===== config.mk =====
export PLATFORM = sky130hd
export DESIGN_NAME = pscu_press
export DESIGN_NICKNAME = d
export VERILOG_FILES = /design/src/rtl/core/psc_pkg.sv /design/src/rtl/core/pscu_press.sv
export SDC_FILE = /design/constraint.sdc
export NUM_CORES = 2
export LEC_CHECK = 0
export BUFFER_PORTS_ARGS = -buffer_cell sky130_fd_sc_hd__buf_2
export CAP_MARGIN = 0
export CORE_AREA = 10 10 323 325
export CTS_CLUSTER_DIAMETER = 30
export DETAILED_ROUTE_END_ITERATION = 12
export DIE_AREA = 0 0 333 335
export PLACE_DENSITY = 0.59
export SETUP_SLACK_MARGIN = 0.02
export SYNTH_ARGS = -nofsm -noshare
export SYNTH_HDL_FRONTEND = slang
export SYNTH_SLANG_ARGS = --single-unit

===== constraint.sdc =====
create_clock -name clk_i -period 10 [get_ports clk_i]
set_clock_uncertainty 0.15 [all_clocks]
set_input_delay 2 -clock clk_i [delete_from_list [all_inputs] [get_ports clk_i]]
set_output_delay 2 -clock clk_i [all_outputs]
set_load 0.005 [all_outputs]

===== src/rtl/core/psc_pkg.sv =====
package psc_pkg;

  // field widths
  localparam int RawW     = 24;
  localparam int CalW     = 16;
  localparam int CfgIdxW  = 3;
  localparam int TempOutW = 16;
  localparam int PresW    = 18;
  localparam int DepthW   = 16;
  localparam int ByteW    = 8;

  // internal widths
  localparam int DtW    = 25;           // d2 - c5*256
  localparam int ProdW  = 42;           // dt times a calibration word
  localparam int DtSqW  = 48;           // dt squared
  localparam int TempW  = 19;           // first order temperature
  localparam int TwoW   = 17;           // second order temperature term
  localparam int SqW    = 36;           // squared temperature offsets
  localparam int CorrW  = 39;           // off2 and sens2
  localparam int CompW  = 41;           // corrected off and sens
  localparam int SplitLo = 20;          // low part of sens in the pressure product
  localparam int NumW   = 64;
  localparam int PrW    = NumW - 36;
  localparam int DzW    = 23;
  localparam int RecipW = 19;
  localparam int DpW    = DzW + RecipW;
  localparam int DqW    = DpW - 24;
  localparam int QfW    = 2 * DepthW;

  // shifts of the compensation formulas
  localparam int TempShift  = 23;
  localparam int OffShift   = 7;
  localparam int SensShift  = 8;
  localparam int T2LoShift  = 33;
  localparam int T2HiShift  = 37;
  localparam int PresShift  = 36;
  localparam int OffScale   = 21;
  localparam int DepthShift = 24;
  localparam int SplitShift = 23;

  localparam int TempRef   = 2000;
  localparam int TempLow   = -1500;
  localparam int PressTrim = 20;
  localparam int DepthZero = 79500;
  localparam int PresMax   = 262143;

  // 100/10091.0429 in q8.24
  localparam logic signed [RecipW-1:0] DepthRecip = 19'sd166258;
  // ceil(2^23/200), exact for magnitudes up to 32768
  localparam logic [DepthW-1:0] SplitRecip = 16'd41944;

  localparam logic signed [TempOutW-1:0] TempOutMax = 16'sh7FFF;
  localparam logic signed [TempOutW-1:0] TempOutMin = 16'sh8000;
  localparam logic signed [DepthW-1:0]   DepthMax   = 16'sh7FFF;
  localparam logic signed [DepthW-1:0]   DepthMin   = 16'sh8000;

  typedef enum logic [CfgIdxW-1:0] {
    CFG_PRESS_SENS = 3'd0,
    CFG_PRESS_OFF  = 3'd1,
    CFG_SENS_TC    = 3'd2,
    CFG_OFF_TC     = 3'd3,
    CFG_REF_TEMP   = 3'd4,
    CFG_TEMP_COEFF = 3'd5
  } cfg_idx_e;

  typedef struct packed {
    logic [CalW-1:0] pressure_sensitivity;
    logic [CalW-1:0] pressure_offset;
    logic [CalW-1:0] sensitivity_temp_coeff;
    logic [CalW-1:0] offset_temp_coeff;
    logic [CalW-1:0] reference_temperature;
    logic [CalW-1:0] temperature_coeff;
  } cal_t;

  localparam cal_t CalReset = '{
    pressure_sensitivity:   16'd45269,
    pressure_offset:        16'd40405,
    sensitivity_temp_coeff: 16'd28588,
    offset_temp_coeff:      16'd27134,
    reference_temperature:  16'd32441,
    temperature_coeff:      16'd28742
  };

  typedef struct packed {
    logic [RawW-1:0]            d1;
    logic signed [TempOutW-1:0] temp;
    logic signed [CompW-1:0]    off;
    logic signed [CompW-1:0]    sens;
  } comp_t;

  typedef struct packed {
    logic signed [TempOutW-1:0] temp;
    logic [PresW-1:0]           p;
  } press_t;

endpackage


===== src/rtl/core/pscu_press.sv =====
module pscu_press (
  input  logic            clk_i,
  input  logic            rst_ni,
  input  logic            in_valid_i,
  output logic            in_ready_o,
  input  psc_pkg::comp_t  comp_i,
  output logic            out_valid_o,
  input  logic            out_ready_i,
  output psc_pkg::press_t press_o
);
  import psc_pkg::*;

  localparam int NumStages = 3;
  localparam int PplW = RawW + SplitLo;
  localparam int PphW = RawW + 1 + CompW - SplitLo;

  logic [NumStages-1:0] vld_q;
  logic [NumStages-1:0] en;

  // stage 7
  logic [PplW-1:0]            ppl_d, ppl7_q;
  logic signed [PphW-1:0]     pph_d, pph7_q;
  logic signed [CompW-1:0]    off7_q;
  logic signed [TempOutW-1:0] temp7_q;
  // stage 8
  logic signed [NumW-1:0]     num_d, num8_q;
  logic signed [TempOutW-1:0] temp8_q;
  // stage 9
  logic signed [PrW-1:0]      pr;
  logic [PresW-1:0]           psat;
  press_t                     press9_q;

  always_comb begin
    en[NumStages-1] = !vld_q[NumStages-1] || out_ready_i;
    for (int k = NumStages - 2; k >= 0; k--) begin
      en[k] = !vld_q[k] || en[k+1];
    end
  end

  assign in_ready_o  = en[0];
  assign out_valid_o = vld_q[NumStages-1];
  assign press_o     = press9_q;

  always_ff @(posedge clk_i or negedge rst_ni) begin
    if (!rst_ni) begin
      vld_q <= '0;
    end else begin
      if (en[0]) vld_q[0] <= in_valid_i;
      for (int k = 1; k < NumStages; k++) begin
        if (en[k]) vld_q[k] <= vld_q[k-1];
      end
    end
  end

  // d1*sens as two partial products on the low and high part of sens
  assign ppl_d = comp_i.d1 * comp_i.sens[SplitLo-1:0];
  assign pph_d = $signed({1'b0, comp_i.d1}) * $signed(comp_i.sens[CompW-1:SplitLo]);

  always_ff @(posedge clk_i) begin
    if (en[0]) begin
      ppl7_q  <= ppl_d;
      pph7_q  <= pph_d;
      off7_q  <= comp_i.off;
      temp7_q <= comp_i.temp;
    end
  end

  assign num_d = (NumW'(pph7_q) <<< SplitLo) + NumW'(ppl7_q)
               - (NumW'(off7_q) <<< OffScale);

  always_ff @(posedge clk_i) begin
    if (en[1]) begin
      num8_q  <= num_d;
      temp8_q <= temp7_q;
    end
  end

  // floor shift, trim, clamp to the field range
  always_comb begin
    pr = PrW'(num8_q >>> PresShift) + PrW'(PressTrim);
    if (pr < 0) begin
      psat = '0;
    end else if (pr > PresMax) begin
      psat = PresW'(PresMax);
    end else begin
      psat = PresW'(pr);
    end
  end

  always_ff @(posedge clk_i) begin
    if (en[2]) begin
      press9_q.p    <= psat;
      press9_q.temp <= temp8_q;
    end
  end

endmodule


---- Yosys cells after proc, flatten, opt, wreduce, memory -nomap -nowiden ----
Index checks and enable logic that the tools add are counted.
word-level totals
  bits in registers ....................... 262
  logic and storage cells ................. 25
  input bits .............................. 126
  output and inout bits ................... 36
cells by class
  magnitude comparators ................... 2
  add/sub/neg operators ................... 3
  $mul .................................... 2
  multiplexer cells ....................... 1
  reductions and logical operators ........ 6
operator list
  kind                                                              count
  adder 64 x 44 -> 64 bit                                           1
  subtractor 64 bit                                                 1
  multiplier 24 x 20 -> 44 bit                                      1
  multiplier 25 x 21 -> 44 bit                                      1
  adder 28 x 6 -> 28 bit (second input constant)                    1
  greater-than comparator 28 x 19 -> 1 bit (second input constant)  1
  less-than comparator 28 x 1 -> 1 bit (second input constant)      1
  two-way mux 18 bit                                                1
  zero test 1 bit                                                   3
  logical OR 1 bit                                                  3

---- Logic depth before layout (Yosys ltp) ----
  depth in word-level cells ............... 4
  depth in mapped cells ................... 27
  gate-level depth less buffers ........... 26

---- Worst setup path before layout ----
Ideal clock, no wire load.
  path kind ............................... input to register
  start ................................... input port comp_i[26] in the netlist's numbering
  end ..................................... register pph7_q[43], data pin
  data arrival time ....................... 8.005 ns
  data required time ...................... 9.589 ns
  setup time .............................. 0.261 ns
  buffers on the path ..................... 1
  path slack .............................. 1.584 ns
  stages .................................. 25
  cells stage by stage .................... clkbuf_1 nand2_1 fa_1 inv_1 fa_1 inv_1 fa_1 inv_1 fa_1 fa_1 fa_1 inv_1 fa_1 inv_1 ha_1 a21o_1 a21o_1 a21o_1 a21o_1 a21o_1 a21oi_1 nand2_1 a221oi_2 o21ai_0 xnor2_1
on the way
  word-level cells in the longest chain between the ends .. 1
RTL lines
  what                          RTL line          RTL
  from (decl)                   pscu_press.sv:6   input psc_pkg::comp_t comp_i,
  multiplier 25 x 21 -> 44 bit  pscu_press.sv:57  assign pph_d = $signed({1'b0, comp_i.d1}) * $signed(comp_i.sens[CompW-1:SplitLo]);
  via pph_d[43]                 pscu_press.sv:22  logic signed [PphW-1:0] pph_d, pph7_q;
  to (signal assigned)          pscu_press.sv:62  pph7_q <= pph_d;
  to (decl)                     pscu_press.sv:22
The timed path passes the listed nets, and every way through them passes these cells.
A chain may end at the register's enable or synchronous reset.

---- Final worst setup path ----
  start ................................... input port comp_i[104] in the netlist's numbering
  end ..................................... register pph7_q[42], data pin
The elaborated chain is that of the path after synthesis.

==> metrics list <==
* Sort of element at the start of the critical path: primary input
- For the final routed database, the setup TNS stands at 0 ps.
- Die outline area: 112000 µm²
- Clock latency on the worst-skew pair: 600 ps
- Across all layers, the routed design uses 30547 vias.
- In this run the remaining antenna-violating nets after routing total 0.
- In the final design database the tool counted 6032 nets.
- FF-to-FF setup slack: 5850 ps
- The first routing iteration left 1825 violations.
- Global routing used 20.6% of the available tracks.
- Along the worst hold path, the cell count comes to 0.
* Dominant cell by count in the synthesized netlist: sky130_fd_sc_hd__inv_1
* Average instance area after synthesis: 9.51 µm²
* Number of flops mapped to enable cells by yosys: 222
* Maximum frequency from static timing analysis: 114 MHz
* Post-detailed-route via-to-cell ratio: 5.09
* First-pass GRT wire length: 183000 µm
* Unrepaired setup endpoints after global routing: no
* Highest-utilization routing layer at the global route stage: met2
* Final period demand of the worst path: 8790 ps
* Launch instance of the worst register-to-register path: off7_q[3]$_DFFE_PP_
- Synthesis produced a netlist whose cell count is 4590.
- Global Route met3 Usage: 2.57%
- In the final layout, the share of cells above drive strength 1 is 7.31%.
- TritonCTS built the clock tree.
- The run finished with clean final reports.
- Entering global routing, the biggest net connects 116 pins.
- First-pass DRT Iterations: 5
- Post-cts resize count: 0
* Arr. time, crit path: 8970 ps
- Source of the worst hold timing path: temp8_q[14]$_DFFE_PP_
* Vias in the first global route: 32662
- Fin worst setup slack: 1210 ps
- Syn_nets: 5955
- For this run, global-route usage on met2 was measured as 32.9%.
* Post-synth top area share: 38.1%
- The initial antenna violation count came to 3.
* Final routed wire length divided by cell count: 18.6 µm
- Max-cap violations: 0
- Cell row count: 115
- Data on the critical path is required at its endpoint by 10180 ps.
- Number of clock sinks seen by CTS: 225
* Commonest cells in the netlist: sky130_fd_sc_hd__inv_1 (1110), sky130_fd_sc_hd__fa_1 (831), sky130_fd_sc_hd__nand2_1 (605)
* Depth of the most critical reg-to-reg path: 13
* Relative area change from synthesis to final layout: 9.13%
- Post-CTS clock slew at the launch and capture registers of the worst setup and hold paths: 50 ps
* Total of buffers placed on input and output ports: 161
- Largest buffer count on any clock path: 3
- The final layout contains routed wiring with a total length of 111000 µm.
* Maximum fanout along the worst path: 31
- 162 I/O pins were placed.
* Category of the worst setup path capture point: flip-flop
- The tightest hold path in the finished design has a slack of 264 ps.
- H-tree levels: 2
- The floorplan step set the die width to 333 µm.
- Hold Path Class: flip-flop to flip-flop
- The die is 335 µm tall.
* Synth area leader: sky130_fd_sc_hd__fa_1
* Count of filler cells inserted in the layout: 9384
* Endpoint of the worst register-to-register path: num8_q[63]$_DFFE_PP_
* Cell Count, Final, Fillers Out: 5996
* Cell types occupying the most area after synthesis: sky130_fd_sc_hd__fa_1 (38%), sky130_fd_sc_hd__edfxtp_1 (15%), sky130_fd_sc_hd__ha_1 (12%)
- CORE AREA: 97800 µm²
- Least-Margin Pin Slew: 1160 ps
- Number of synthesized register bits: 225
- Hold buffer count at cts: 0
- Yosys warning total: 0
* Post-CTS Setup Repair Bufs: 0
* Starting Density: 44.6%
* Post-synthesis sequential area ratio: 15.4%
- CTS Root Cell: sky130_fd_sc_hd__clkbuf_16
- The count of endpoints failing hold in the final timing report is 0.
- Summed over all layers, the global routing overflow is 0.
* Finish-stage setup viols: 0
- For hold timing, the worst endpoint is press_o[32]$_DFFE_PP_.
* Placed wire-length estimate: 89500 µm
* Crit path kind: primary input to flip-flop
* Met1 track demand over resource in global routing: 29.7%
- In this run, placement finished with an instance count of 5901.
- Post-synthesis instance area: 43700 µm²
* Headroom to the max-slew limit: 22.7%
* Part of the cycle the worst path needs: 87.9%
- Clock tree synthesis inserted a total of 51 buffers.
* Placer congestion estimate: 0.872
- Prior to clock tree synthesis, the placed netlist has a worst setup slack of 677 ps.
- Of all flip-flops after synthesis, the portion carrying an async set or reset was 1.33%.
- After detailed routing, the number of remaining DRC violations is 0.
- Cell variety after synth: 78
* Most used DFF post-synth: sky130_fd_sc_hd__edfxtp_1
* Number of pins exceeding their max-slew limit in the final report: 0
## worst max path at each step
| stage | startpoint | endpoint | slack (ps) | depth (start not counted) |
|---|---|---|---|---|
| global placement | comp_i[104] | pph7_q[42]$_DFFE_PP_ | 770 | 25 |
| floorplan | comp_i[26] | pph7_q[43]$_DFFE_PP_ | 1580 | 25 |
| CTS | comp_i[104] | pph7_q[42]$_DFFE_PP_ | 1300 | 25 |
| detailed placement | comp_i[104] | ppl7_q[43]$_DFFE_PP_ | 680 | 25 |
| finish | comp_i[104] | pph7_q[42]$_DFFE_PP_ | 1210 | 25 |
| global route | comp_i[104] | ppl7_q[43]$_DFFE_PP_ | 900 | 25 |
## sequential cells by signal, indices dropped and copies added, names as in the netlist
| register | count |
|---|---|
| pph7_q | 44 |
| temp8_q | 16 |
| off7_q | 41 |
| temp7_q | 16 |
| num8_q | 28 |
| vld_q | 3 |
| ppl7_q | 43 |
| press_o | 34 |
## worst max-delay path, cell delays in order
cell	delay, ps
sky130_fd_sc_hd__buf_2	650
sky130_fd_sc_hd__nand2_1	170
sky130_fd_sc_hd__fa_1	530
sky130_fd_sc_hd__inv_1	50
sky130_fd_sc_hd__fa_1	510
sky130_fd_sc_hd__inv_1	60
sky130_fd_sc_hd__fa_1	560
sky130_fd_sc_hd__inv_1	60
sky130_fd_sc_hd__fa_1	500
sky130_fd_sc_hd__fa_1	430
sky130_fd_sc_hd__fa_1	510
sky130_fd_sc_hd__inv_1	50
sky130_fd_sc_hd__fa_1	470
sky130_fd_sc_hd__inv_1	40
sky130_fd_sc_hd__ha_1	330
sky130_fd_sc_hd__a21o_1	180
sky130_fd_sc_hd__a21o_1	170
sky130_fd_sc_hd__a21o_1	200
sky130_fd_sc_hd__nand2b_1	150
sky130_fd_sc_hd__a211oi_1	280
sky130_fd_sc_hd__o31ai_1	210
sky130_fd_sc_hd__a221oi_2	380
sky130_fd_sc_hd__o21ai_0	170
sky130_fd_sc_hd__a31oi_1	210
sky130_fd_sc_hd__xnor2_1	80
## cells in the final DEF (no fill, tap or decap), types with 21 or more instances in the layout
cell / count
sky130_fd_sc_hd__a21o_1: 87
sky130_fd_sc_hd__a21oi_1: 130
sky130_fd_sc_hd__and2_1: 429
sky130_fd_sc_hd__buf_2: 161
sky130_fd_sc_hd__buf_4: 46
sky130_fd_sc_hd__clkbuf_16: 51
sky130_fd_sc_hd__edfxtp_1: 222
sky130_fd_sc_hd__fa_1: 831
sky130_fd_sc_hd__ha_1: 408
sky130_fd_sc_hd__inv_1: 1110
sky130_fd_sc_hd__nand2_1: 605
sky130_fd_sc_hd__nand2b_1: 27
sky130_fd_sc_hd__nand3_1: 33
sky130_fd_sc_hd__nor2_1: 78
sky130_fd_sc_hd__nor2b_1: 21
sky130_fd_sc_hd__o21ai_0: 58
sky130_fd_sc_hd__xnor2_1: 76
sky130_fd_sc_hd__xor2_1: 46
## per-stage QoR
stage          area [µm²]  util (%)
3_5_place_dp        45900      46.9
4_1_cts             47600      48.7
3_3_place_gp        45900      46.9
5_1_grt             47600      48.7
2_1_floorplan       43700         -
6_report            47600      48.7
## kinds of logic after synthesis
family / share of synthesized area [%]
adders and majority gates: 49.8
and+or+nand+nor: 14.2
xor gates and xnor gates: 2.48
AOI/OAI and AO/OA: 6.84
buffers and inverters: 11.2
DFF: 15.4
## per-layer routing
| metal | up-vias | wire, µm |
|---|---|---|
| li1 | 14074 | - |
| met1 | 15539 | 52800 |
| met2 | 825 | 50200 |
| met3 | 107 | 5930 |
| met4 | 2 | 2370 |
| met5 | - | 13 |
## layout make-up
type / instances / area (µm²) / area share [%]
Sequential cell: 225 / 6740 / 14.2
Tap cell: 1287 / 1610 / 3.38
Antenna cell: 2 / 5.00 / 0.0105
Clock inverter: 41 / 500 / 1.05
Inverter: 1111 / 4170 / 8.75
Timing Repair Buffer: 215 / 1310 / 2.75
Clock buffer: 52 / 1280 / 2.69
Multi-Input combinational cell: 3063 / 32000 / 67.2
Power is not shown: default switching activity piles up to over one toggle a cycle in this logic, so the estimate is an artifact.
