[config.mk]
export PLATFORM = sky130hd
export DESIGN_NAME = pscu_depth
export DESIGN_NICKNAME = d
export VERILOG_FILES = /design/src/rtl/core/psc_pkg.sv /design/src/rtl/core/pscu_depth.sv
export SDC_FILE = /design/constraint.sdc
export NUM_CORES = 1
export LEC_CHECK = 0
export BUFFER_PORTS_ARGS = -buffer_cell sky130_fd_sc_hd__buf_2
export CAP_MARGIN = 0
export CORE_MARGIN = 10
export CORE_UTILIZATION = 40
export CTS_CLUSTER_DIAMETER = 80
export DETAILED_ROUTE_END_ITERATION = 10
export PLACE_DENSITY = 0.54
export SETUP_SLACK_MARGIN = 0.15
export SYNTH_ARGS = -nofsm -noshare
export SYNTH_HDL_FRONTEND = slang
export SYNTH_SLANG_ARGS = --single-unit
export TNS_END_PERCENT = 30
[constraint.sdc]
create_clock -name clk_i -period 10.6 [get_ports clk_i]
set_input_delay 1.06 -clock clk_i [delete_from_list [all_inputs] [get_ports clk_i]]
set_output_delay 1.06 -clock clk_i [all_outputs]
set_load 0.1 [all_outputs]
[src/rtl/core/psc_pkg.sv]
package psc_pkg;

  // field widths
  localparam int RawW     = 24;
  localparam int CalW     = 16;
  localparam int CfgIdxW  = 3;
  localparam int TempOutW = 16;
  localparam int PresW    = 18;
  localparam int DepthW   = 16;
  localparam int ByteW    = 8;

  // internal widths
  localparam int DtW    = 25;           // d2 - c5*256
  localparam int ProdW  = 42;           // dt times a calibration word
  localparam int DtSqW  = 48;           // dt squared
  localparam int TempW  = 19;           // first order temperature
  localparam int TwoW   = 17;           // second order temperature term
  localparam int SqW    = 36;           // squared temperature offsets
  localparam int CorrW  = 39;           // off2 and sens2
  localparam int CompW  = 41;           // corrected off and sens
  localparam int SplitLo = 20;          // low part of sens in the pressure product
  localparam int NumW   = 64;
  localparam int PrW    = NumW - 36;
  localparam int DzW    = 23;
  localparam int RecipW = 19;
  localparam int DpW    = DzW + RecipW;
  localparam int DqW    = DpW - 24;
  localparam int QfW    = 2 * DepthW;

  // shifts of the compensation formulas
  localparam int TempShift  = 23;
  localparam int OffShift   = 7;
  localparam int SensShift  = 8;
  localparam int T2LoShift  = 33;
  localparam int T2HiShift  = 37;
  localparam int PresShift  = 36;
  localparam int OffScale   = 21;
  localparam int DepthShift = 24;
  localparam int SplitShift = 23;

  localparam int TempRef   = 2000;
  localparam int TempLow   = -1500;
  localparam int PressTrim = 20;
  localparam int DepthZero = 79500;
  localparam int PresMax   = 262143;

  // 100/10091.0429 in q8.24
  localparam logic signed [RecipW-1:0] DepthRecip = 19'sd166258;
  // ceil(2^23/200), exact for magnitudes up to 32768
  localparam logic [DepthW-1:0] SplitRecip = 16'd41944;

  localparam logic signed [TempOutW-1:0] TempOutMax = 16'sh7FFF;
  localparam logic signed [TempOutW-1:0] TempOutMin = 16'sh8000;
  localparam logic signed [DepthW-1:0]   DepthMax   = 16'sh7FFF;
  localparam logic signed [DepthW-1:0]   DepthMin   = 16'sh8000;

  typedef enum logic [CfgIdxW-1:0] {
    CFG_PRESS_SENS = 3'd0,
    CFG_PRESS_OFF  = 3'd1,
    CFG_SENS_TC    = 3'd2,
    CFG_OFF_TC     = 3'd3,
    CFG_REF_TEMP   = 3'd4,
    CFG_TEMP_COEFF = 3'd5
  } cfg_idx_e;

  typedef struct packed {
    logic [CalW-1:0] pressure_sensitivity;
    logic [CalW-1:0] pressure_offset;
    logic [CalW-1:0] sensitivity_temp_coeff;
    logic [CalW-1:0] offset_temp_coeff;
    logic [CalW-1:0] reference_temperature;
    logic [CalW-1:0] temperature_coeff;
  } cal_t;

  localparam cal_t CalReset = '{
    pressure_sensitivity:   16'd45269,
    pressure_offset:        16'd40405,
    sensitivity_temp_coeff: 16'd28588,
    offset_temp_coeff:      16'd27134,
    reference_temperature:  16'd32441,
    temperature_coeff:      16'd28742
  };

  typedef struct packed {
    logic [RawW-1:0]            d1;
    logic signed [TempOutW-1:0] temp;
    logic signed [CompW-1:0]    off;
    logic signed [CompW-1:0]    sens;
  } comp_t;

  typedef struct packed {
    logic signed [TempOutW-1:0] temp;
    logic [PresW-1:0]           p;
  } press_t;

endpackage

[src/rtl/core/pscu_depth.sv]
module pscu_depth (
  input  logic                               clk_i,
  input  logic                               rst_ni,
  input  logic                               in_valid_i,
  output logic                               in_ready_o,
  input  psc_pkg::press_t                    press_i,
  output logic                               out_valid_o,
  input  logic                               out_ready_i,
  output logic signed [psc_pkg::TempOutW-1:0] temperature_centi_o,
  output logic [psc_pkg::PresW-1:0]          pressure_tenth_mbar_o,
  output logic signed [psc_pkg::DepthW-1:0]  depth_cm_o,
  output logic [psc_pkg::ByteW-1:0]          depth_high_byte_o,
  output logic [psc_pkg::ByteW-1:0]          depth_low_byte_o
);
  import psc_pkg::*;

  localparam int NumStages = 6;

  logic [NumStages-1:0] vld_q;
  logic [NumStages-1:0] en;
  press_t               pass_q [NumStages];

  // stage 10
  logic signed [DzW-1:0]    dz_d, dz10_q;
  // stage 11
  logic signed [DpW-1:0]    dp_d, dp11_q;
  // stage 12
  logic signed [DpW-1:0]    dbias;
  logic signed [DqW-1:0]    dq;
  logic signed [DepthW-1:0] dsat, depth12_q;
  // stage 13
  logic signed [DepthW-1:0] depth13_q;
  logic [DepthW-1:0]        mag13_q;
  logic                     neg13_q;
  // stage 14
  logic signed [DepthW-1:0] depth14_q;
  logic [DepthW-1:0]        mag14_q;
  logic                     neg14_q;
  logic [QfW-1:0]           qf14_q;
  // stage 15
  logic [ByteW-1:0]         q8;
  logic [DepthW-1:0]        q200;
  logic [ByteW-1:0]         r8;
  logic signed [DepthW-1:0] depth15_q;
  logic [ByteW-1:0]         hi15_q, lo15_q;

  always_comb begin
    en[NumStages-1] = !vld_q[NumStages-1] || out_ready_i;
    for (int k = NumStages - 2; k >= 0; k--) begin
      en[k] = !vld_q[k] || en[k+1];
    end
  end

  assign in_ready_o  = en[0];
  assign out_valid_o = vld_q[NumStages-1];

  always_ff @(posedge clk_i or negedge rst_ni) begin
    if (!rst_ni) begin
      vld_q <= '0;
    end else begin
      if (en[0]) vld_q[0] <= in_valid_i;
      for (int k = 1; k < NumStages; k++) begin
        if (en[k]) vld_q[k] <= vld_q[k-1];
      end
    end
  end

  // temperature and pressure ride along with the depth
  always_ff @(posedge clk_i) begin
    if (en[0]) pass_q[0] <= press_i;
    for (int k = 1; k < NumStages; k++) begin
      if (en[k]) pass_q[k] <= pass_q[k-1];
    end
  end

  // stage 10: 10p - zero point
  assign dz_d = $signed(DzW'({press_i.p, 3'b000})) + $signed(DzW'({press_i.p, 1'b0}))
              - DzW'(DepthZero);

  always_ff @(posedge clk_i) begin
    if (en[0]) dz10_q <= dz_d;
  end

  // stage 11: scale by the q8.24 reciprocal
  assign dp_d = dz10_q * DepthRecip;

  always_ff @(posedge clk_i) begin
    if (en[1]) dp11_q <= dp_d;
  end

  // stage 12: truncate toward zero and clamp
  always_comb begin
    dbias = dp11_q + (dp11_q[DpW-1] ? DpW'(2**DepthShift - 1) : '0);
    dq    = DqW'(dbias >>> DepthShift);
    if (dq < DepthMin) begin
      dsat = DepthMin;
    end else if (dq > DepthMax) begin
      dsat = DepthMax;
    end else begin
      dsat = DepthW'(dq);
    end
  end

  always_ff @(posedge clk_i) begin
    if (en[2]) depth12_q <= dsat;
  end

  // stage 13: magnitude for the base 200 split
  always_ff @(posedge clk_i) begin
    if (en[3]) begin
      depth13_q <= depth12_q;
      neg13_q   <= depth12_q[DepthW-1];
      mag13_q   <= depth12_q[DepthW-1] ? DepthW'(~depth12_q + 1'b1) : DepthW'(depth12_q);
    end
  end

  // stage 14: quotient by reciprocal multiply
  always_ff @(posedge clk_i) begin
    if (en[4]) begin
      depth14_q <= depth13_q;
      neg14_q   <= neg13_q;
      mag14_q   <= mag13_q;
      qf14_q    <= mag13_q * SplitRecip;
    end
  end

  // stage 15: remainder and sign, both round toward zero
  always_comb begin
    q8   = ByteW'(qf14_q >> SplitShift);
    q200 = DepthW'({q8, 7'b0}) + DepthW'({q8, 6'b0}) + DepthW'({q8, 3'b0});
    r8   = ByteW'(mag14_q - q200);
  end

  always_ff @(posedge clk_i) begin
    if (en[5]) begin
      depth15_q <= depth14_q;
      hi15_q    <= neg14_q ? ByteW'(~q8 + 1'b1) : q8;
      lo15_q    <= neg14_q ? ByteW'(~r8 + 1'b1) : r8;
    end
  end

  assign temperature_centi_o   = pass_q[NumStages-1].temp;
  assign pressure_tenth_mbar_o = pass_q[NumStages-1].p;
  assign depth_cm_o            = depth15_q;
  assign depth_high_byte_o     = hi15_q;
  assign depth_low_byte_o      = lo15_q;

endmodule

# After elaboration in Yosys (flattened, before gate mapping)

Memory sizes are Yosys's and may differ from the RTL's.
Index checks and enable logic that the tools add are counted.
W data, S select, Z words.

Flip-flop bits (word level): 204
Bits in writable memories: 204
Bits of input ports: 38
Output and inout bits: 68
Logic and storage cells: 66
Memories kept: 1

$add $sub $neg: 9
Multipliers: 2
$lt $le $gt $ge: 2
Multiplexer cells: 17
Bitwise operators: 3
Reductions and logical operators: 12

Memory list:

| memory | words | width | rd ports | clocked after memory_dff | write ports | RTL line         | RTL |
|---|---|---|---|---|---|---|---|
| pass_q | 6     | 34    | 6        | 0                        | 6           | pscu_depth.sv:21 | `press_t pass_q [NumStages];` |

Operators by type and width:

| operator                 | number |
|---|---|
| $add A42 B24 Y42         | 1 |
| $mul A23 B18 Y41 const B | 1 |
| $mul A16 B13 Y28 const B | 1 |
| $mux W24                 | 1 |
| $sub A22 B17 Y23 const B | 1 |
| $add A21 B19 Y22         | 1 |
| $gt A18 B16 Y1 const B   | 1 |
| $lt A18 B16 Y1 const B   | 1 |
| $add A16 B1 Y16 const B  | 1 |
| $add A8 B1 Y8 const B    | 2 |
| $add A8 B8 Y8            | 2 |
| $mux W16                 | 1 |
| $mux W8                  | 2 |
| $not A16 Y16             | 1 |
| $not A8 Y8               | 2 |
| $mux W15                 | 1 |
| $mux W1                  | 12 |
| $sub A8 B8 Y8            | 1 |
| $logic_not A1 Y1         | 6 |
| $logic_or A1 B1 Y1       | 6 |

# Logic depth before layout (Yosys ltp)

Gate-level depths: netlist (run 1).

Depth in word-level cells: 9
Gate-level depth with buffers: 21
Mapped depth without buffers: 21

# Worst setup path after synthesis (run 1)

Ideal clock, no wire load.

Kind: in2reg
Start: input out_ready_i
End: register dz10_q[10], enable pin
Library setup time: 1,064 ps
Arrival time: 5,470 ps
Path slack: 4,066 ps
Stages on the path: 4
Cells stage by stage: nor2b_1 -> nand3_1 -> nor2_1 -> nand3_1

Longest elaborated chain between the ends: 6

RTL lines:

| item                            | RTL line         | RTL |
|---|---|---|
| from (decl)                     | pscu_depth.sv:8  | `input logic out_ready_i,` |
| $logic_or A1 B1 Y1              | pscu_depth.sv:48 | `en[NumStages-1] = !vld_q[NumStages-1] \|\| out_ready_i;` |
| $logic_or A1 B1 Y1 (2 in a row) | pscu_depth.sv:50 | `en[k] = !vld_q[k] \|\| en[k+1];` |
| net en[3]                       | pscu_depth.sv:20 | `logic [NumStages-1:0] en;` |
| $logic_or A1 B1 Y1 (3 in a row) | pscu_depth.sv:50 |  |
| net in_ready_o                  | pscu_depth.sv:5  | `output logic in_ready_o,` |
| to (signal assigned)            | pscu_depth.sv:81 | `if (en[0]) dz10_q <= dz_d;` |
| to (decl)                       | pscu_depth.sv:24 | `logic signed [DzW-1:0] dz_d, dz10_q;` |

The timed path passes the listed nets, and every way through them passes these cells.
A chain may end at the register's enable or synchronous reset.

# Worst setup path after layout (run 1)

Start: register dz10_q[14]
End: register dp11_q[37] (data pin)

Longest elaborated chain between the ends: 1

RTL lines:

| item                 | RTL line         | RTL |
|---|---|---|
| $mul A23 B18 Y41     | pscu_depth.sv:85 | `assign dp_d = dz10_q * DepthRecip;` |
| net dp_d[37]         | pscu_depth.sv:26 | `logic signed [DpW-1:0] dp_d, dp11_q;` |
| to (signal assigned) | pscu_depth.sv:88 | `if (en[1]) dp11_q <= dp_d;` |
| to (decl)            | pscu_depth.sv:26 |  |

The timed path passes the listed nets, and every way through them passes these cells.

==> flow_summary.ini, run 1 <==
[final_layout]
final_common_cell = sky130_fd_sc_hd__inv_1
antenna_cells_inserted = 0
nNetsFinal = 2616
share_of_cells_above_drive_strength_1_pct = 9.09
num-fill-cells = 5593
area.growth.synth_to_final_pct = 11.3
final_cell_area_sq_um = 27600
most-common-layout-cells = sky130_fd_sc_hd__inv_1, sky130_fd_sc_hd__edfxtp_1, sky130_fd_sc_hd__ha_1, sky130_fd_sc_hd__fa_1, sky130_fd_sc_hd__buf_2

[clock_network]
post_cts_resized = 0
htreeDepth = 2
cts-root-buf = sky130_fd_sc_hd__clkbuf_16
cts_tree = yes
deepest_clock_path_buffer_count = 3
clkTransAtPathRegs_ns = 0.06
post_cts_buffers = 0
cts_made_buffers = 38
clock_sink_count = 379
clk-insertion-delay-late_ns = 0.54
cts.hold.buffers_added = 0

[timing]
worst_clock_skew_ns = 0.0123
worst-slew-pin-transition_ns = 1.22
timing.final.max_slew_violations = 0
rsz0062_at_grt = no
report.final.setup_viol = 0
finalWorstPathRequiredPeriod_ns = 6.06
finalCritPeriodShare_pct = 57.1
worst_slew_margin_rel_pct = 18.7
maxClockFrequency_mhz = 165
timing.setup.tns_ns = 0
timing_hold_violations_final = 0

[critical_path]
critPathKind = flop to flop
arrival_time_reported_for_the_critical_path_endpoint_ns = 6.34
worst_ep_required_time_ns = 10.88
setup.worst_path.start_class = flop
worstPathMaxFanout = 8
regToRegSetupSlack_ns = 4.54
critical_path.endpoint_type = flop

[flow_run]
max_cap_violations = 0

[routing]
final_routed_wirelength_microns = 47900
total_length_of_routed_met3_wires_microns = 2040
detail-route-antenna-nets = 0
dr.max_layer_used = met5
via_count = 13900
wl_met1_microns = 23500
detailedRoute.firstIterationViolations = 709
wl_per_cell_microns = 16.3
via_cell_ratio = 4.74
detailroute.wirelength.met2_microns = 21400
detail_route.first_pass.iterations = 4
detail_route.drc_violations = 0

[synthesis]
ys_ff_latch = 379
synth.net_count = 2478
syn_area_per_cell_sq_um = 12.9
netlist.top_cell.by_area = sky130_fd_sc_hd__edfxtp_1
yosysTopAreaCellShare_pct = 45.2
ys_seq_area_share_pct = 45.8
synthDistinctLibCells = 68
syn_inst = 1925
asyncSetResetFlopFracSynth_pct = 1.58
post_synth_edffs = 373
synth_top_flop_cell = sky130_fd_sc_hd__edfxtp_1
ys.warnings.count = 0
synthTopCellsByArea = sky130_fd_sc_hd__edfxtp_1, sky130_fd_sc_hd__ha_1, sky130_fd_sc_hd__fa_1
cell_area_after_synthesis_sq_um = 24800

[die]
design.die.area_sq_um = 72400
rows = 91
top_level_ports = 106
floorplan.die.width_microns = 269
die_h_microns = 269
initial_core_util_pct = 40.3
core-area_sq_um = 61600

[placement]
instance_area_at_placement_sq_um = 26400
detailed_place_hpwl_microns = 38300
gpl.final_weighted_congestion = 0.885
portBuffers = 105

[grt]
grt_max_degree = 75
grtUsageTotal_pct = 13.3
global_route_wire_length_before_repair_microns = 76800
via_count_of_the_first_global_routing_pass = 14100
antenna_found_initial = 2
globalRoute.totalOverflow = 0

[run_status]
status = finished, final reports clean

[min_path]
worst_hold_check_path_type = primary input to asynchronous set/reset pin
==> synth_stat cells (all sizes together), types with 3 or more instances <==
master / n
a211oi: 12
a21boi: 3
a21o: 39
a21oi: 68
a221oi: 3
a31o: 7
a31oi: 9
a41oi: 3
and2: 4
and3: 9
buf: 5
clkbuf: 9
dfrtp: 6
edfxtp: 373
fa: 189
ha: 326
inv: 408
mux2i: 7
nand2: 55
nand2b: 14
nand3: 20
nand4: 8
nand4b: 3
nor2: 49
nor2b: 15
nor3: 18
nor4b: 7
o211ai: 3
o21a: 18
o21ai: 49
o21bai: 8
o22ai: 3
o31ai: 12
or2: 5
or3: 7
xnor2: 89
xor2: 31
==> state kept, by name, indices dropped and copies added, names as in the netlist <==
signal and flops:
dp11_q 40, depth14_q 16, depth12_q 16, depth13_q 16
depth_low_byte_o 7, mag13_q 15, depth_high_byte_o 8, pass_q 202
vld_q 6, qf14_q 8, dz10_q 22, mag14_q 7
depth_cm_o 16
==> worst max-delay path, cell delays in order, from the launching register on <==
cell	delay, ns
sky130_fd_sc_hd__edfxtp_1	0.57
sky130_fd_sc_hd__fa_1	0.54
sky130_fd_sc_hd__ha_1	0.30
sky130_fd_sc_hd__ha_1	0.32
sky130_fd_sc_hd__fa_1	0.47
sky130_fd_sc_hd__fa_1	0.55
sky130_fd_sc_hd__inv_1	0.05
sky130_fd_sc_hd__fa_1	0.53
sky130_fd_sc_hd__inv_1	0.04
sky130_fd_sc_hd__ha_1	0.36
sky130_fd_sc_hd__a21o_1	0.21
sky130_fd_sc_hd__a2111oi_0	0.39
sky130_fd_sc_hd__o21bai_1	0.11
sky130_fd_sc_hd__a21o_1	0.20
sky130_fd_sc_hd__a22o_1	0.30
sky130_fd_sc_hd__o21ai_2	0.22
sky130_fd_sc_hd__o21ai_1	0.11
sky130_fd_sc_hd__a41o_1	0.26
sky130_fd_sc_hd__a21oi_1	0.17
sky130_fd_sc_hd__xnor2_1	0.10
==> final cells by class <==
| cell class | count | area (sq um) | share of cell area [%] |
|---|---|---|---|
| Clock buffer | 49 | 1010 | 3.67 |
| Clock inverter | 18 | 188 | 0.680 |
| Inverter | 409 | 1540 | 5.56 |
| Multi-Input combinational cell | 1123 | 11900 | 43.1 |
| Sequential cell | 379 | 11400 | 41.1 |
| Tap cell | 837 | 1050 | 3.79 |
| Timing Repair Buffer | 112 | 578 | 2.09 |
==> metrics by stage <==
| stage | hold WS [ns] | utilization, % | worst slack, ns | cells |
|---|---|---|---|---|
| 6_report | 0.338 | 44.8 | 4.54 | 2927 |
| 5_1_grt | 0.311 | 44.8 | 4.12 | 2927 |
| 4_1_cts | 0.309 | 44.8 | 4.53 | 2927 |
| 3_5_place_dp | 0.405 | 42.9 | 4.54 | 2860 |
| 3_3_place_gp | 0.401 | 42.9 | 4.68 | 2860 |
| 2_1_floorplan | 0.400 | - | 4.07 | 1925 |
==> worst paths after layout <==
path | startpoint | depth (start not counted) | endpoint
worst min register to register | pass_q[1][1]$_DFFE_PP_ | 0 | pass_q[2][1]$_DFFE_PP_
min in group clk_i | pass_q[1][1]$_DFFE_PP_ | 0 | pass_q[2][1]$_DFFE_PP_
max in group asynchronous | rst_ni | 1 | vld_q[4]$_DFFE_PN0P_
worst max-delay path | dz10_q[14]$_DFFE_PP_ | 19 | dp11_q[37]$_DFFE_PP_
worst max register to register | dz10_q[14]$_DFFE_PP_ | 19 | dp11_q[37]$_DFFE_PP_
worst min-delay path | rst_ni | 1 | vld_q[1]$_DFFE_PN0P_
==> metal layers <==
metal / up-vias / track usage, %
met5: - / 0
met3: 65 / 2.16
met1: 6741 / 19.5
met2: 205 / 20.5
li1: 6855 / -
met4: 2 / 2.91
==> cells by family (layout without fill, tap and decap cells) <==
family	after synthesis	after routing	share of synthesized area (%)
buffers and inverters	423	588	6.43
muxes	8	8	0.328
AOI/OAI and AO/OA	259	259	6.98
and+or+nand+nor	220	220	4.53
DFF	379	379	45.8
adders and majority gates	516	516	31.7
xor gates and xnor gates	120	120	4.24
Power of run 1 is not shown: default switching activity piles up to over one toggle a cycle in this logic, so the estimate is an artifact.
==> run 2, diff against run 1 <==
ABC_AREA = 1   (was unset)
PLACE_DENSITY = 0.56   (was 0.54)
clock period = 5.1 ns   (was 10.6 ns; I/O delays follow)
==> run 2 against run 1 <==
  * Worst hold slack worse by 0.21 ns
  * Synthesized area increased by 5.3%
  * Register-to-register slack got worse by 4.4 ns
  * Routed wire length is 22% higher
  * Critical path type unchanged
  * Core utilization is 3.1 points higher
  * Final cell count is 21% higher
  * Sequential share of layout area shrank 4.4 points
  * Global-route usage rose by 1.7 points
  * Die area rose by 4.9%
  * Count of clock-buffer cells in the layout up 4
  * Critical path depth did not move
==> flow_summary.ini, run 2 <==
[synthesis]
netlist.top_cell.by_area = sky130_fd_sc_hd__edfxtp_1
yosysTopAreaCellShare_pct = 42.9
syn_inst = 2374
synthMostInstantiatedCell = sky130_fd_sc_hd__inv_1
ys_ff_latch = 379
synth.net_count = 2927
synthXorXnorAreaFrac_pct = 3.96
synth-compound-area-share_pct = 5.48
asyncSetResetFlopFracSynth_pct = 1.58
yosys-top-cells-count = sky130_fd_sc_hd__inv_1, sky130_fd_sc_hd__edfxtp_1, sky130_fd_sc_hd__ha_1
syn_area_per_cell_sq_um = 11.0
post_synth_edffs = 373
synthesized_area_fraction_occupied_by_and_or_nand_nor_cells_pct = 8.96
synthTopCellsByArea = sky130_fd_sc_hd__edfxtp_1, sky130_fd_sc_hd__ha_1, sky130_fd_sc_hd__fa_1
synth_fa_ha_area_share_pct = 30.1
synth_top_family_by_area = adder cells
synth_top_flop_cell = sky130_fd_sc_hd__edfxtp_1
synthDistinctLibCells = 44
ys_seq_area_share_pct = 43.4
cell_area_after_synthesis_sq_um = 26100
synthMuxAreaShare_pct = 0
ys.warnings.count = 0

[final_layout]
most-common-layout-cells = sky130_fd_sc_hd__inv_1, sky130_fd_sc_hd__edfxtp_1, sky130_fd_sc_hd__nand2_1, sky130_fd_sc_hd__ha_1, sky130_fd_sc_hd__fa_1
area.growth.synth_to_final_pct = 18.4
final_common_cell = sky130_fd_sc_hd__inv_1
share_of_cells_above_drive_strength_1_pct = 17.7
layout.area.seq_sq_um = 11400
antenna_cells_inserted = 0
max_flop_register = pass_q
largest_registers = pass_q: 202 flops, dp11_q: 40 flops, dz10_q: 22 flops
num-fill-cells = 5856
largest_register_ff_count = 202
multiInputGateArea_sq_um = 13700
nNetsFinal = 3197

[grt]
grt_max_degree = 67
antenna_found_initial = 0
grtUsageTotal_pct = 15.0
via_count_of_the_first_global_routing_pass = 17500
global_route_wire_length_before_repair_microns = 91700
globalRoute.totalOverflow = 0

[routing]
detail-route-antenna-nets = 0
wl_per_cell_microns = 16.5
via_count = 16700
via_cell_ratio = 4.72
final_routed_wirelength_microns = 58300
detail_route.drc_violations = 0
detailedRoute.firstIterationViolations = 754
detail_route.first_pass.iterations = 5

[timing]
timing.final.max_slew_violations = 0
finalCritPeriodShare_pct = 96.7
worst-slew-pin-transition_ns = 0.885
timing.setup.tns_ns = 0
finalWorstPathRequiredPeriod_ns = 4.93
maxClockFrequency_mhz = 203
worst_hold_slack_ns = 0.133
worst_clock_skew_ns = 0.0167
timing_hold_violations_final = 0
worst_slew_margin_rel_pct = 41.0
rsz0062_at_grt = yes
report.final.setup_viol = 0

[critical_path]
worstPathMaxFanout = 5
timing.critical_path.cells = buf_4 > fa_1 > ha_1 > ha_1 > inv_1 > fa_1 > inv_1 > fa_1 > inv_1 > fa_1 > inv_1 > ha_4 > a21oi_1 > o21ai_1 > a21oi_1 > o211ai_1 > nand2_1 > nand2_1 > xor2_1
critical_path.endpoint_type = flop
reg2reg_from = dz10_q[11]$_DFFE_PP_
regToRegSetupSlack_ns = 0.17
setup.worst_path.start_class = flop
worst_ep_required_time_ns = 5.38
critPathKind = flop to flop
slowest_cell_on_the_critical_path = sky130_fd_sc_hd__fa_1
worstSetupEndpoint = dp11_q[33]$_DFFE_PP_
critical_path_depth = 19
worst_setup_sp = dz10_q[11]$_DFFE_PP_
cpLargestDelayFamily = adder cells
worst-r2r-cell-count = 19
regToRegEndpoint = dp11_q[33]$_DFFE_PP_
worst_path_largest_cell_delay_ns = 0.53
crit_buf_inv = 5
arrival_time_reported_for_the_critical_path_endpoint_ns = 5.21

[die]
die_h_microns = 276
floorplan.die.width_microns = 276
design.die.area_sq_um = 75900
rows = 93
initial_core_util_pct = 40.5
core-area_sq_um = 64600
top_level_ports = 106

[flow_run]
max_cap_violations = 0

[clock_network]
clock_sink_count = 379
cts_made_buffers = 40
cts_tree = yes
cts-root-buf = sky130_fd_sc_hd__clkbuf_16
htreeDepth = 2
clkTransAtPathRegs_ns = 0.06
clk-insertion-delay-late_ns = 0.55
deepest_clock_path_buffer_count = 3

[min_path]
worst_hold_check_path_type = primary input to flop

[run_status]
status = finished, final reports clean

[placement]
gpl.final_weighted_congestion = 0.919
portBuffers = 105
detailed_place_hpwl_microns = 46900
-- run 2: cell types whose count changed after synthesis, sizes merged, moves of 14 or more --
cell    delta
xnor2     -48
inv      +139
nor2      +65
nand3     +38
nand2b    -14
nand2    +271
nor2b     -15
o21ai     +16
o21a      -15
xor2      +46
a21oi     +58
a21o      -27
-- run 2: through the flow --
step / worst slack [ns] / utilization (%) / cells / instance area, sq um
after floorplan: -1.83 / - / 2374 / 26200
after global placement: -0.0420 / 43.5 / 3377 / 28100
after detailed placement: -0.116 / 43.5 / 3377 / 28100
after CTS: 0.0371 / 45.7 / 3458 / 29500
after global routing: -0.0338 / 47.9 / 3528 / 30900
final: 0.168 / 47.9 / 3528 / 30900
-- run 2: layout make-up --
cell class              count  area share (%)
clock buffers              53            3.39
clock inverters            18           0.558
inverters                 547            6.70
multi-input cells        1441            44.2
flip-flops and latches    379            36.7
well taps                 855            3.46
repair buffers            235            5.03
-- run 2: metal layers --
layer / share of wire (%) / global-route usage, % / vias to the layer above / wire, microns
met2: 50 / 26.3 / 238 / 29300
met5: 0 / 0 / - / 0
li1: - / - / 8305 / -
met4: 2.7 / 3.95 / 0 / 1600
met3: 2.7 / 1.81 / 90 / 1600
met1: 44 / 19.5 / 8028 / 25800
-- run 2: what timing repair did --
| item | CTS | global route |
|---|---|---|
| gates resized for setup | 22 | 188 |
| hold buffers | 1 | 0 |
| setup endpoints to repair | 23 | 29 |
| pin swaps | 7 | 78 |
| setup buffers | 9 | 70 |
| hold endpoints to repair | 6 | 0 |
-- run 2: kinds of logic after synthesis --
| logic type | after synthesis |
|---|---|
| adders and majority gates | 516 |
| buffers and inverters | 554 |
| DFF | 379 |
| AOI/OAI and AO/OA | 249 |
| xor gates and xnor gates | 118 |
| and+or+nand+nor | 558 |
-- run 2: worst min path at each step --
stage / from / to / depth (start not counted) / slack (ns)
floorplan: rst_ni / vld_q[0]$_DFFE_PN0P_ / 0 / 0.21
global placement: rst_ni / vld_q[0]$_DFFE_PN0P_ / 1 / 0.35
detailed placement: rst_ni / vld_q[5]$_DFFE_PN0P_ / 1 / 0.36
CTS: press_i[29] / pass_q[0][29]$_DFFE_PP_ / 1 / 0.10
global route: press_i[29] / pass_q[0][29]$_DFFE_PP_ / 1 / 0.10
finish: press_i[21] / pass_q[0][21]$_DFFE_PP_ / 1 / 0.13
Power of run 2 is left out for the same reason.
